===== src/hw/rtl/dtq_pkg.sv =====
`default_nettype none
// ----------------------------------------------------------------------------
// dtq_pkg: shared types and codes of the deadline task queue
// Transfer payload structs, mode and status codes, and parameter defaults.
// ----------------------------------------------------------------------------
package dtq_pkg;

    localparam int QUEUE_DEPTH_DEFAULT = 16;
    localparam int TIME_WIDTH_DEFAULT  = 32;

    localparam int ID_WIDTH = 8;

    // Input modes.
    localparam logic [1:0] MODE_POST   = 2'd0;
    localparam logic [1:0] MODE_CANCEL = 2'd1;
    localparam logic [1:0] MODE_TICK   = 2'd2;
    localparam logic [1:0] MODE_STOP   = 2'd3;

    // Result status codes.
    localparam logic [2:0] ST_EXECUTED  = 3'd0;
    localparam logic [2:0] ST_CANCELLED = 3'd1;
    localparam logic [2:0] ST_POSTED    = 3'd2;
    localparam logic [2:0] ST_FULL      = 3'd3;
    localparam logic [2:0] ST_REMOVED   = 3'd4;
    localparam logic [2:0] ST_NOT_FOUND = 3'd5;
    localparam logic [2:0] ST_NOTHING   = 3'd6;
    localparam logic [2:0] ST_DUPLICATE = 3'd7;

    typedef struct packed {
        logic [1:0]          mode;
        logic [ID_WIDTH-1:0] task_id;
        logic [31:0]         time_value;
    } in_item_t;

    typedef struct packed {
        logic [ID_WIDTH-1:0] result_task;
        logic [2:0]          status;
        logic                last;
    } out_item_t;

endpackage
`default_nettype wire


===== src/hw/rtl/dtq_ram.sv =====
`default_nettype none
// ----------------------------------------------------------------------------
// dtq_ram: generic single-clock RAM
// One write port and one read port; read data is registered and holds its
// value while no read is requested.
// ----------------------------------------------------------------------------
module dtq_ram #(
    parameter int WIDTH = 40,
    parameter int DEPTH = 16,
    localparam int AW = (DEPTH > 1) ? $clog2(DEPTH) : 1
) (
    input  wire logic             aclk,
    input  wire logic             we,
    input  wire logic [AW-1:0]    waddr,
    input  wire logic [WIDTH-1:0] wdata,
    input  wire logic             re,
    input  wire logic [AW-1:0]    raddr,
    output logic      [WIDTH-1:0] rdata
);

    logic [WIDTH-1:0] mem [DEPTH];

    always_ff @(posedge aclk) begin
        if (we) begin
            mem[waddr] <= wdata;
        end
        if (re) begin
            rdata <= mem[raddr];
        end
    end

endmodule
`default_nettype wire


===== src/hw/rtl/deadline_task_queue_top.sv =====
`default_nettype none
// ----------------------------------------------------------------------------
// deadline_task_queue_top: bounded task queue ordered by due time
// Posts, cancels, ticks and stops on a queue held sorted in a RAM.
// ----------------------------------------------------------------------------
// Usage
//   The s_ channel carries one command per transfer: post a task with a due
//   time, cancel a task, tick with the current time, or request a stop. The
//   m_ channel returns one or more results per command; the final result of
//   a command has last set. A new command is taken only after the previous
//   one has finished its work.
//   Entries live in one RAM, sorted by due time, oldest first among equal
//   times. Each RAM read is issued in one state and its data used in the
//   state after it, so the RAM port sets the pace: a post scans the queue
//   entry by entry, stopping early on a duplicate, and then shifts the later
//   entries up one read and one write at a time; a cancel scans and shifts
//   the later entries down the same way. A tick reads the entries that are
//   due, sends its final result, then compacts the rest. A stop, or a tick
//   once stopped, drains the queue entry by entry.
//   Reset clears the entry count and the stop flag at once; the RAM needs no
//   clearing since only entries below the count are read.
//   Results leave through an output register. When the receiver stalls, the
//   sequencer waits with its current result and resumes when it is taken.
// ----------------------------------------------------------------------------
module deadline_task_queue_top #(
    parameter int QUEUE_DEPTH = dtq_pkg::QUEUE_DEPTH_DEFAULT,
    parameter int TIME_WIDTH  = dtq_pkg::TIME_WIDTH_DEFAULT
) (
    input  wire logic               aclk,
    input  wire logic               aresetn,
    input  wire logic               s_valid,
    output logic                    s_ready,
    input  wire dtq_pkg::in_item_t  s_data,
    output logic                    m_valid,
    input  wire logic               m_ready,
    output dtq_pkg::out_item_t      m_data
);

    localparam int IW  = (QUEUE_DEPTH > 1) ? $clog2(QUEUE_DEPTH) : 1;
    localparam int CW  = $clog2(QUEUE_DEPTH + 1);
    localparam int IDW = dtq_pkg::ID_WIDTH;
    localparam int EW  = IDW + TIME_WIDTH;

    // Sequencer states. The F states search, U states shift up for an insert,
    // SD states shift down to close a gap, X states pop due entries, and D
    // states drain the queue after a stop.
    typedef enum logic [14:0] {
        S_IDLE = 15'h0001,
        S_FRD  = 15'h0002,
        S_FCHK = 15'h0004,
        S_FDNE = 15'h0008,
        S_URD  = 15'h0010,
        S_UWR  = 15'h0020,
        S_INS  = 15'h0040,
        S_SDRD = 15'h0080,
        S_SDWR = 15'h0100,
        S_XRD  = 15'h0200,
        S_XCHK = 15'h0400,
        S_XEND = 15'h0800,
        S_DRD  = 15'h1000,
        S_DCHK = 15'h2000,
        S_RESP = 15'h4000
    } state_t;

    state_t state_reg, state_next;

    logic [CW-1:0]         count_reg, count_next;
    logic                  stop_reg, stop_next;
    logic [1:0]            op_mode_reg, op_mode_next;
    logic [IDW-1:0]        op_id_reg, op_id_next;
    logic [TIME_WIDTH-1:0] op_time_reg, op_time_next;
    logic [IW-1:0]         idx_reg, idx_next;
    logic                  match_reg, match_next;
    logic [IW-1:0]         match_pos_reg, match_pos_next;
    logic                  ins_set_reg, ins_set_next;
    logic [CW-1:0]         ins_pos_reg, ins_pos_next;
    logic [IW-1:0]         src_reg, src_next;
    logic [CW-1:0]         k_reg, k_next;
    logic                  held_valid_reg, held_valid_next;
    logic [IDW-1:0]        held_id_reg, held_id_next;
    logic [IDW-1:0]        resp_id_reg, resp_id_next;
    logic [2:0]            resp_status_reg, resp_status_next;
    logic                  shift_resp_reg, shift_resp_next;
    logic                  out_valid_reg, out_valid_next;
    dtq_pkg::out_item_t    out_data_reg, out_data_next;

    logic                  ram_we;
    logic [IW-1:0]         ram_waddr;
    logic [EW-1:0]         ram_wdata;
    logic                  ram_re;
    logic [IW-1:0]         ram_raddr;
    logic [EW-1:0]         ram_rdata;

    logic [IDW-1:0]        rd_id;
    logic [TIME_WIDTH-1:0] rd_due;
    logic                  emit_ok;
    logic                  last_hit;
    logic                  emit;
    logic [IDW-1:0]        emit_id;
    logic [2:0]            emit_status;
    logic                  emit_last;

    dtq_ram #(
        .WIDTH(EW),
        .DEPTH(QUEUE_DEPTH)
    ) u_ram (
        .aclk (aclk),
        .we   (ram_we),
        .waddr(ram_waddr),
        .wdata(ram_wdata),
        .re   (ram_re),
        .raddr(ram_raddr),
        .rdata(ram_rdata)
    );

    assign rd_id    = ram_rdata[EW-1:TIME_WIDTH];
    assign rd_due   = ram_rdata[TIME_WIDTH-1:0];
    assign emit_ok  = !out_valid_reg || m_ready;
    // The entry under test is the last one held in the queue.
    assign last_hit = (CW'(idx_reg) == (count_reg - CW'(1)));

    assign s_ready = (state_reg == S_IDLE);
    assign m_valid = out_valid_reg;
    assign m_data  = out_data_reg;

    always_comb begin
        state_next       = state_reg;
        count_next       = count_reg;
        stop_next        = stop_reg;
        op_mode_next     = op_mode_reg;
        op_id_next       = op_id_reg;
        op_time_next     = op_time_reg;
        idx_next         = idx_reg;
        match_next       = match_reg;
        match_pos_next   = match_pos_reg;
        ins_set_next     = ins_set_reg;
        ins_pos_next     = ins_pos_reg;
        src_next         = src_reg;
        k_next           = k_reg;
        held_valid_next  = held_valid_reg;
        held_id_next     = held_id_reg;
        resp_id_next     = resp_id_reg;
        resp_status_next = resp_status_reg;
        shift_resp_next  = shift_resp_reg;

        ram_we      = 1'b0;
        ram_waddr   = '0;
        ram_wdata   = {op_id_reg, op_time_reg};
        ram_re      = 1'b0;
        ram_raddr   = idx_reg;
        emit        = 1'b0;
        emit_id     = held_id_reg;
        emit_status = dtq_pkg::ST_EXECUTED;
        emit_last   = 1'b0;

        case (state_reg)
            S_IDLE: begin
                if (s_valid) begin
                    op_mode_next    = s_data.mode;
                    op_id_next      = s_data.task_id;
                    op_time_next    = TIME_WIDTH'(s_data.time_value);
                    idx_next        = '0;
                    match_next      = 1'b0;
                    ins_set_next    = 1'b0;
                    held_valid_next = 1'b0;
                    resp_id_next    = s_data.task_id;
                    case (s_data.mode)
                        dtq_pkg::MODE_POST, dtq_pkg::MODE_CANCEL: begin
                            state_next = (count_reg == '0) ? S_FDNE : S_FRD;
                        end
                        dtq_pkg::MODE_TICK, dtq_pkg::MODE_STOP: begin
                            if (s_data.mode == dtq_pkg::MODE_STOP) begin
                                stop_next = 1'b1;
                            end
                            if (count_reg == '0) begin
                                resp_id_next     = '0;
                                resp_status_next = dtq_pkg::ST_NOTHING;
                                state_next       = S_RESP;
                            end else if (stop_reg || s_data.mode == dtq_pkg::MODE_STOP) begin
                                state_next = S_DRD;
                            end else begin
                                state_next = S_XRD;
                            end
                        end
                        default: begin
                            state_next = S_IDLE;
                        end
                    endcase
                end
            end

            S_FRD: begin
                ram_re     = 1'b1;
                state_next = S_FCHK;
            end

            S_FCHK: begin
                if (rd_id == op_id_reg) begin
                    match_next     = 1'b1;
                    match_pos_next = idx_reg;
                    state_next     = S_FDNE;
                end else begin
                    // Insert point: in front of the first entry due later.
                    if (!ins_set_reg && (op_time_reg < rd_due)) begin
                        ins_set_next = 1'b1;
                        ins_pos_next = CW'(idx_reg);
                    end
                    if (last_hit) begin
                        state_next = S_FDNE;
                    end else begin
                        idx_next   = idx_reg + IW'(1);
                        state_next = S_FRD;
                    end
                end
            end

            S_FDNE: begin
                if (op_mode_reg == dtq_pkg::MODE_POST) begin
                    if (match_reg) begin
                        resp_status_next = dtq_pkg::ST_DUPLICATE;
                        state_next       = S_RESP;
                    end else if (count_reg == CW'(QUEUE_DEPTH)) begin
                        resp_status_next = dtq_pkg::ST_FULL;
                        state_next       = S_RESP;
                    end else begin
                        resp_status_next = dtq_pkg::ST_POSTED;
                        if (!ins_set_reg) begin
                            ins_pos_next = count_reg;
                            state_next   = S_INS;
                        end else begin
                            src_next   = IW'(count_reg - CW'(1));
                            state_next = S_URD;
                        end
                    end
                end else begin
                    if (!match_reg) begin
                        resp_status_next = dtq_pkg::ST_NOT_FOUND;
                        state_next       = S_RESP;
                    end else begin
                        resp_status_next = dtq_pkg::ST_REMOVED;
                        if (CW'(match_pos_reg) == (count_reg - CW'(1))) begin
                            count_next = count_reg - CW'(1);
                            state_next = S_RESP;
                        end else begin
                            src_next        = match_pos_reg + IW'(1);
                            k_next          = CW'(1);
                            shift_resp_next = 1'b1;
                            state_next      = S_SDRD;
                        end
                    end
                end
            end

            S_URD: begin
                ram_re     = 1'b1;
                ram_raddr  = src_reg;
                state_next = S_UWR;
            end

            S_UWR: begin
                ram_we    = 1'b1;
                ram_waddr = src_reg + IW'(1);
                ram_wdata = ram_rdata;
                if (CW'(src_reg) == ins_pos_reg) begin
                    state_next = S_INS;
                end else begin
                    src_next   = src_reg - IW'(1);
                    state_next = S_URD;
                end
            end

            S_INS: begin
                ram_we     = 1'b1;
                ram_waddr  = IW'(ins_pos_reg);
                count_next = count_reg + CW'(1);
                state_next = S_RESP;
            end

            S_SDRD: begin
                ram_re     = 1'b1;
                ram_raddr  = src_reg;
                state_next = S_SDWR;
            end

            S_SDWR: begin
                ram_we    = 1'b1;
                ram_waddr = IW'(CW'(src_reg) - k_reg);
                ram_wdata = ram_rdata;
                if (CW'(src_reg) == (count_reg - CW'(1))) begin
                    count_next = count_reg - k_reg;
                    state_next = shift_resp_reg ? S_RESP : S_IDLE;
                end else begin
                    src_next   = src_reg + IW'(1);
                    state_next = S_SDRD;
                end
            end

            S_XRD: begin
                ram_re     = 1'b1;
                state_next = S_XCHK;
            end

            S_XCHK: begin
                // A popped entry is held back one step so that the final one
                // can carry last once the next entry proves not due.
                if (rd_due <= op_time_reg) begin
                    if (!held_valid_reg || emit_ok) begin
                        emit            = held_valid_reg;
                        held_valid_next = 1'b1;
                        held_id_next    = rd_id;
                        k_next          = CW'(idx_reg) + CW'(1);
                        if (last_hit) begin
                            state_next = S_XEND;
                        end else begin
                            idx_next   = idx_reg + IW'(1);
                            state_next = S_XRD;
                        end
                    end
                end else begin
                    state_next = S_XEND;
                end
            end

            S_XEND: begin
                if (!held_valid_reg) begin
                    resp_id_next     = '0;
                    resp_status_next = dtq_pkg::ST_NOTHING;
                    state_next       = S_RESP;
                end else if (emit_ok) begin
                    emit      = 1'b1;
                    emit_last = 1'b1;
                    if (k_reg == count_reg) begin
                        count_next = '0;
                        state_next = S_IDLE;
                    end else begin
                        src_next        = IW'(k_reg);
                        shift_resp_next = 1'b0;
                        state_next      = S_SDRD;
                    end
                end
            end

            S_DRD: begin
                ram_re     = 1'b1;
                state_next = S_DCHK;
            end

            S_DCHK: begin
                if (emit_ok) begin
                    emit        = 1'b1;
                    emit_id     = rd_id;
                    emit_status = dtq_pkg::ST_CANCELLED;
                    emit_last   = last_hit;
                    if (last_hit) begin
                        count_next = '0;
                        state_next = S_IDLE;
                    end else begin
                        idx_next   = idx_reg + IW'(1);
                        state_next = S_DRD;
                    end
                end
            end

            S_RESP: begin
                if (emit_ok) begin
                    emit        = 1'b1;
                    emit_id     = resp_id_reg;
                    emit_status = resp_status_reg;
                    emit_last   = 1'b1;
                    state_next  = S_IDLE;
                end
            end

            default: begin
                state_next = S_IDLE;
            end
        endcase
    end

    always_comb begin
        out_valid_next = out_valid_reg && !m_ready;
        out_data_next  = out_data_reg;
        if (emit) begin
            out_valid_next            = 1'b1;
            out_data_next.result_task = emit_id;
            out_data_next.status      = emit_status;
            out_data_next.last        = emit_last;
        end
    end

    always_ff @(posedge aclk) begin
        if (!aresetn) begin
            state_reg     <= S_IDLE;
            count_reg     <= '0;
            stop_reg      <= 1'b0;
            out_valid_reg <= 1'b0;
        end else begin
            state_reg     <= state_next;
            count_reg     <= count_next;
            stop_reg      <= stop_next;
            out_valid_reg <= out_valid_next;
        end
    end

    always_ff @(posedge aclk) begin
        op_mode_reg     <= op_mode_next;
        op_id_reg       <= op_id_next;
        op_time_reg     <= op_time_next;
        idx_reg         <= idx_next;
        match_reg       <= match_next;
        match_pos_reg   <= match_pos_next;
        ins_set_reg     <= ins_set_next;
        ins_pos_reg     <= ins_pos_next;
        src_reg         <= src_next;
        k_reg           <= k_next;
        held_valid_reg  <= held_valid_next;
        held_id_reg     <= held_id_next;
        resp_id_reg     <= resp_id_next;
        resp_status_reg <= resp_status_next;
        shift_resp_reg  <= shift_resp_next;
        out_data_reg    <= out_data_next;
    end

`ifndef ASSERT_OFF
    a_count_bound: assert property (@(posedge aclk) disable iff (!aresetn)
        count_reg <= CW'(QUEUE_DEPTH))
        else $error("entry count exceeds the queue depth");

    a_no_write_idle: assert property (@(posedge aclk) disable iff (!aresetn)
        (state_reg == S_IDLE) |-> !ram_we)
        else $error("RAM written while no command is in progress");

    a_single_access: assert property (@(posedge aclk) disable iff (!aresetn)
        !(ram_we && ram_re))
        else $error("RAM read and write issued in the same cycle");

    a_stop_sticky: assert property (@(posedge aclk) disable iff (!aresetn)
        (s_valid && s_ready && s_data.mode == dtq_pkg::MODE_STOP) |=> stop_reg)
        else $error("stop transfer did not set the stop flag");
`endif

endmodule
`default_nettype wire


===== config.mk =====
export PLATFORM = sky130hd
export DESIGN_NAME = deadline_task_queue_top
export DESIGN_NICKNAME = d
export VERILOG_FILES = /design/src/hw/rtl/dtq_pkg.sv /design/src/hw/rtl/dtq_ram.sv /design/src/hw/rtl/deadline_task_queue_top.sv
export SDC_FILE = /design/constraint.sdc
export NUM_CORES = 1
export LEC_CHECK = 0
export CAP_MARGIN = 20
export CORE_AREA = 3 3 340 208
export CTS_BUF_LIST = sky130_fd_sc_hd__clkbuf_2 sky130_fd_sc_hd__clkbuf_4 sky130_fd_sc_hd__clkbuf_8
export DETAILED_ROUTE_END_ITERATION = 12
export DIE_AREA = 0 0 343 211
export DONT_BUFFER_PORTS = 1
export PLACE_DENSITY_LB_ADDON = 0.08
export SLEW_MARGIN = 20
export SYNTH_ARGS = -nofsm -noshare
export SYNTH_HDL_FRONTEND = slang
export SYNTH_HIERARCHICAL = 1
export SYNTH_SLANG_ARGS = --single-unit

===== constraint.sdc =====
create_clock -name aclk -period 10 [get_ports aclk]
set_clock_uncertainty 0.2 [all_clocks]
set_input_delay 1 -clock aclk [delete_from_list [all_inputs] [get_ports aclk]]
set_output_delay 1 -clock aclk [all_outputs]
set_load 0.02 [all_outputs]

==> results.md, run 1 <==
- Vias per cell: between 5 and 6
- Worst-path clk slew: 0.07 ns
- Final HPWL DP: 42.5 mm
- CTS Sinks: 801
- Slew @ Worst Pin: between 1 and 1.5 ns
- Critical Path AT: 5.11 ns
- Post-route cell area: 36500 µm²
- Ys async rst share: 0%
- Comb power frac: 21.3%
- Post-Synthesis Cell Area: 33200 µm²
- Final hold vios: 0
- Worst R2R Path Depth: 8
- LEAKAGE: 0.0119 µW
- Mux cell area share after synthesis: a little over an eighth
- Initial antenna violation count: 1
- Worst-path fanout max: 22
- Worst Setup End Kind: flip-flop
- Worst hold path cell count: 0
- Crit-path cells: nor4_4, nand4_1, nor2_1, a22oi_1, o21ai_0, nand2_1, nor2_4, buf_4
- Fmax: 0.202 GHz
- First-pass GRT wire length: approximately 120 mm
- TritonCTS clock tree: yes
- Routability cong.: ~0.89
- EDFF count, synth: 779
- IO Pins: 60
- CP Depth: 8
- Final setup fails: 0
- #FFs+latches synth: 801
- Final core utilization: 53.8%
- H-tree lvl count: 3
- Register area share after synthesis: between 70% and 80%
- WL/cell: about 28 µm
- Adder-cell area share of the yosys netlist: 1.86%
- Status: finished clean
- Final Hold Slack: 0.161 ns
- Synth Warn #: 6
- Num rows: 74
- Pwr dens: between 200 and 250 nW/µm²
- NumNets Final: approximately 1900
- Compound-Gate Fraction of Synth Area: 4.56%
- Gr usage total: 22.2%
- Slew HR: 28.2%
- Largest family of logic cells by synthesized area: multiplexers
- Fin. max-slew vios: 0
- Largest net degree at the start of global routing: 96
- Clk pwr share: 30.5%
- Total CTS buffers: 115
- Vias: 17005
- Sequential power share: 48.3%
- Number of port buffers: 0
- Max VDD drop: between 0.0001 and 0.00015 V
- Crit start category: flip-flop
- Hold buffers post-CTS: 0
- Die height: ~210 µm
- Chip Width: 343 µm
- First drt pass iteration count: 7
- P_int: 6040 µW
- Antenna viol nets, final: 0
- Cells after DPL: 2632
- Unrepaired setup endpoints after global routing: false
- Min Tclk post-route: 4.96 ns
- Root Buffer: clkbuf_8
- Sw Ratio: 28.0%
- Setup TNS: 0 ns
- Dominant delay contributor by cell family on the critical path: simple AND/OR/NAND/NOR gates
- Fin crit share: roughly half
- Netlist cell types: 81
- Syn avg cell area: 18.7 µm²
- Area Overhead vs Synth: 9.94%
- Sw power: about 2300 µW
- Placed Area: 34200 µm²
- CORE AREA: ~68000 µm²
- Slowest Stage Delay on Critical Path: 0.80 ns
- Layout Cells excl Fill: 2840
- Initial Util: 48.9%
- Worst-Skew Late Latency: 0.74 ns
- Full die area: 72400 µm²
- Post-cts sizing count: 0
- Max Cap Viol: 0
- Wirelength, routed: 79.5 mm
- Crit path kind: flip-flop to flip-flop
- Vias in the first global route: between 15000 and 20000
- Crit path buffers/inverters: 1
- Post-CTS setup buffer count: 0
- Post-Synth XOR/XNOR Area: 1.26%
- Simple-gate portion of the synthesized area: 5.10%
- DRC: 0
- Primary FF master, synth: edfxtp_1
- Synth Net Count: ~1900
- Buffer depth of the longest clock path: 3
- Hold Path Class: input pin to flip-flop
- Cells after synthesis: 1771
- Critical-path top delay cell: nor2_4
- Total gr overflow: 0
- Critical Path RT: roughly 10 ns
- Fraction of layout cells with a size suffix above 1: 20.7%
- Max FFs per register: 640
- DRT iter0 DRCs: 1566
==> layout make-up <==
cell class	instances	area, µm²
fill	5349	31300
sequential	801	23800
multi-input combinational	831	8780
clock buffer	154	1900
tap	912	1140
clock inverter	53	338
timing repair buffer	32	253
inverter	56	210
antenna	1	2.50
==> power by group through the flow <==
stage	sequential [µW]	clock (µW)	combinational [µW]
finish	4050	2550	1780
CTS	4050	2620	1810
floorplan	4060	0	1420
global placement	4110	0	1780
detailed placement	4120	0	1800
global route	4050	2770	1950
==> cells in the mapped netlist (all sizes together) (8+ instances only) <==
library cell,instances,area share (%)
ha,46,1.7
buf,36,1.1
mux4,160,12
nand4,15,0.32
xnor2,26,0.69
dfxtp,22,1.3
nor3,19,0.35
o21ai,25,0.38
nand2b,9,0.17
and2,15,0.29
clkbuf,47,0.53
mux2,43,1.5
nand3,25,0.38
nand2,102,1.2
nor2,67,0.76
a21oi,37,0.56
a22oi,91,2.1
a21o,8,0.18
xor2,14,0.37
nor4,14,0.39
inv,54,0.61
edfxtp,779,71
==> cell usage in the layout (no fill, tap or decap), types with 22 or more instances in the layout <==
master	netlist	final
nand2_1	102	102
inv_1	53	52
ha_1	46	46
mux4_2	100	100
clkbuf_4	0	35
mux2_2	43	41
mux4_1	60	60
nor2_1	67	53
o21ai_0	23	23
dfxtp_1	22	22
buf_4	1	31
clkbuf_8	0	119
xnor2_1	26	26
a22oi_1	91	91
nand3_1	25	25
edfxtp_1	779	779
a21oi_1	37	36
clkinv_1	2	40
==> per-layer routing <==
metal  wire length, µm  global-route usage [%]  vias to the layer above
met2             35300                    32.5                      656
li1                  -                       -                     7391
met3              5790                    4.60                      107
met4              1430                    5.55                        0
met1             37100                    34.3                     8851
met5                 0                       0                        -
==> worst register-to-register path, cell delays in order (launching register included) <==
cell and delay [ns]:
dfxtp_1 0.37, nor4_4 0.54, nand4_1 0.25, nor2_1 0.74, a22oi_1 0.15, o21ai_0 0.46
nand2_1 0.49, nor2_4 0.80, buf_4 0.56
==> kinds of logic (layout without fill, tap and decap cells) <==
family                   Yosys count  count (layout)
AO/OA/AOI/OAI                    214             214
XOR/XNOR                          43              43
adder cells (fa/ha/maj)           48              48
buffers and inverters            139             295
flip-flops                       801             801
multiplexers                     207             207
other                              0               1
AND/OR/NAND/NOR                  319             319
==> metrics by stage <==
stage / total power [µW] / worst slack [ns]
after floorplan: 5480 / 4.20
after global placement: 5900 / 4.95
after detailed placement: 5920 / 5.06
after CTS: 8480 / 5.07
after global routing: 8770 / 4.74
final: 8380 / 5.04
==> final timing paths <==
check,slack (ns),endpoint,startpoint
hold reg to reg,0.32,m_data[9]$_DFFE_PP_,held_id_reg[5]$_DFFE_PP_
setup reg to reg,5.04,u_ram/mem[3][10]$_DFFE_PP_,state_reg[0]$_SDFFE_PN1P_
hold / removal,0.16,op_time_reg[29]$_DFFE_PP_,s_data[29]
setup / recovery,5.04,u_ram/mem[3][10]$_DFFE_PP_,state_reg[0]$_SDFFE_PN1P_
(Power assumes the default switching activity.)
==> inputs of run 2 (changes only) <==
Clock period 10 ns to 5 ns, I/O delays scaled along.
==> run 2 against run 1 <==
Design area grew 3.1%. Setup slack lost 4.3 ns. Total power grew 110%. Register-to-register slack lost 4.3 ns. Critical path depth is the same. Sequential share of layout area shrank 1.9 points. Non-clock buffer count grew 71. Sequential power grew 100%. Critical path type unchanged. Largest cell class unchanged.
==> results.md, run 2 (same netlist as run 1, synthesis figures left out) <==
- Vias per cell: 5.98 (-0.12%)
- Worst hold path cell count: 1 (+1)
- CTS Sinks: 801 (unchanged)
- Place WS: 0.795 ns (-4.27 ns)
- Post-cts sizing count: 0 (unchanged)
- Crit path kind: flip-flop to flip-flop
- Dominant delay contributor by cell family on the critical path: simple AND/OR/NAND/NOR gates
- Worst R2R Path Depth: 8 (unchanged)
- Root Buffer: clkbuf_8
- Total gr overflow: 0 (unchanged)
- Commonest non-fill, non-tap cell in the layout: edfxtp_1
- Critical Path RT: 5.24 ns (-4.92 ns)
- Number of port buffers: 0 (unchanged)
- FF-to-FF Start: u_ram/rdata[30]$_DFFE_PP_
- Status: finished clean
- Gr usage total: 22.4% (+0.17 points)
- Most frequent cells in the layout: 779 x edfxtp_1, 120 x clkbuf_8, 102 x nand2_1
- Num rows: 74 (unchanged)
- Slew @ Worst Pin: 0.919 ns (-0.148 ns)
- Vias: 17409 (+2.4%)
- Post-CTS setup buffer count: 0 (unchanged)
- Hold buffers post-CTS: 45 (+45)
- Buffer depth of the longest clock path: 3 (unchanged)
- Final setup fails: 0 (unchanged)
- Slowest Stage Delay on Critical Path: 0.74 ns (-0.06 ns)
- Final Hold Slack: 0.189 ns (+0.0283 ns)
- Setup TNS: 0 ns (unchanged)
- Hold Path End: op_time_reg[10]$_DFFE_PP_
- Post-route worst setup slack: 0.777 ns (-4.27 ns)
- Unrepaired setup endpoints after global routing: false
- IO Pins: 60 (unchanged)
- Pwr dens: 465 nW/µm² (+100%)
- LEAKAGE: 0.0124 µW (+4.0%)
- Worst-Skew Late Latency: 0.76 ns (+0.02 ns)
- NumNets Final: 2003 (+3.7%)
- Area Overhead vs Synth: 13.3%
- Fin. max-slew vios: 0 (unchanged)
- Layout Cells excl Fill: 2911 (+2.5%)
- Max Cap Viol: 0 (unchanged)
- Fraction of layout cells with a size suffix above 1: 21.9% (+1.2 points)
- Sequential power share: 46.3% (-2.0 points)
- Initial Util: 48.9% (unchanged)
- Wirelength, routed: 79.7 mm (+0.21%)
- Min Tclk post-route: 4.22 ns (-0.732 ns)
- Worst-path fanout max: 9 (-59%)
- CORE AREA: 67800 µm² (unchanged)
- P_int: 12600 µW (+110%)
- Chip Width: 343 µm (unchanged)
- Slew HR: 38.6% (+10 points)
- Fmax: 0.237 GHz (+17%)
- Vias in the first global route: 17322 (+2.0%)
- Number of fillers in the final layout: 5295 (-1.0%)
- Fin crit share: 84.5% (+35 points)
- Initial antenna violation count: 1 (unchanged)
- H-tree lvl count: 3 (unchanged)
- Total CTS buffers: 116 (+0.87%)
- Largest net degree at the start of global routing: 55 (-43%)
- Hold_sp: s_data[10]
- Worst Setup End Kind: flip-flop
- DRT iter0 DRCs: 1977 (+26%)
- WL/cell: 27.4 µm (-2.2%)
- First drt pass iteration count: 5 (-2)
- Antenna viol nets, final: 0 (unchanged)
- Critical Path AT: 4.46 ns (-0.65 ns)
- Post-route cell area: 37600 µm² (+3.1%)
- DRC: 0 (unchanged)
- TritonCTS clock tree: yes
- Crit start category: flip-flop
- Reg-to-reg slack, setup: 0.78 ns (-4.27 ns)
- Full die area: 72400 µm² (unchanged)
- Clk pwr share: 31.6% (+1.1 points)
- Sw power: 4860 µW (+110%)
- Cells after DPL: 2658 (+0.99%)
- Final hold vios: 0 (unchanged)
- First-pass GRT wire length: 117 mm (+0.73%)
- Max VDD drop: 0.000304 V (+160%)
- Routability cong.: 0.928 (+3.8%)
- Placed Area: 34700 µm² (+1.4%)
- Sw Ratio: 27.8% (-0.12 points)
- Crit path buffers/inverters: 0 (-1)
- Crit-path cells: ha_1, nand4_1, or4_1, o41ai_1, o22ai_1, nor2_1, and3_1, nand2b_1
- Final HPWL DP: 44.6 mm (+4.9%)
- Comb power frac: 22.1% (+0.8 points)
- Worst-path clk slew: 0.07 ns (about the same)
- Max FFs per register: 640 (unchanged)
- Die height: 211 µm (unchanged)
- Reg2reg end: k_reg[1]$_SDFFCE_PN0P_
- Critical-path top delay cell: or4_1
- Hold Path Class: input pin to flip-flop
run 2: cell type report:
class | instances | area (µm²) | area share [%]
inverters | 56 | 210 | 0.559
well taps | 912 | 1140 | 3.04
diodes | 2 | 5.00 | 0.0133
clock inverters | 52 | 528 | 1.40
repair buffers | 103 | 1160 | 3.09
clock buffers | 154 | 1910 | 5.07
multi-input cells | 831 | 8800 | 23.4
flip-flops and latches | 801 | 23800 | 63.4
run 2: worst max path at each step:
| stage | start | slack [ns] | end | cells past startpoint |
|---|---|---|---|---|
| 2_1_floorplan | state_reg[0]$_SDFFE_PN1P_ | 0.28 | u_ram/mem[1][0]$_DFFE_PP_ | 10 |
| 3_3_place_gp | u_ram/rdata[30]$_DFFE_PP_ | 0.93 | k_reg[0]$_SDFFCE_PN1P_ | 8 |
| 3_5_place_dp | u_ram/rdata[30]$_DFFE_PP_ | 0.79 | k_reg[1]$_SDFFCE_PN0P_ | 8 |
| 4_1_cts | u_ram/rdata[30]$_DFFE_PP_ | 0.80 | k_reg[1]$_SDFFCE_PN0P_ | 8 |
| 5_1_grt | u_ram/rdata[30]$_DFFE_PP_ | 0.46 | idx_reg[2]$_SDFFCE_PN0P_ | 8 |
| 6_report | u_ram/rdata[30]$_DFFE_PP_ | 0.78 | k_reg[1]$_SDFFCE_PN0P_ | 8 |
run 2: power by group through the flow:
| stage | combinational (µW) | sequential, µW | clock, µW |
|---|---|---|---|
| after floorplan | 2840 | 8130 | 0 |
| after global placement | 3850 | 8220 | 0 |
| after detailed placement | 3880 | 8230 | 0 |
| after CTS | 3930 | 8080 | 5660 |
| after global routing | 4200 | 8100 | 5980 |
| final | 3860 | 8090 | 5510 |
run 2: metal layers:
| metal | vias up | GRT usage, % | wire length (µm) | part of all wire, % |
|---|---|---|---|---|
| met4 | 0 | 4.97 | 1280 | 1.6 |
| met1 | 9048 | 35.9 | 37900 | 48 |
| met5 | - | 0 | 0 | 0 |
| li1 | 7549 | - | - | - |
| met3 | 114 | 5.06 | 6420 | 8.1 |
| met2 | 698 | 31.3 | 34100 | 43 |
run 2: stage by stage:
| step | total power [µW] | utilization [%] |
|---|---|---|
| 2_1_floorplan | 11000 | - |
| 3_3_place_gp | 12100 | 51.2 |
| 3_5_place_dp | 12100 | 51.2 |
| 4_1_cts | 17700 | 55.4 |
| 5_1_grt | 18300 | 55.4 |
| 6_report | 17500 | 55.5 |
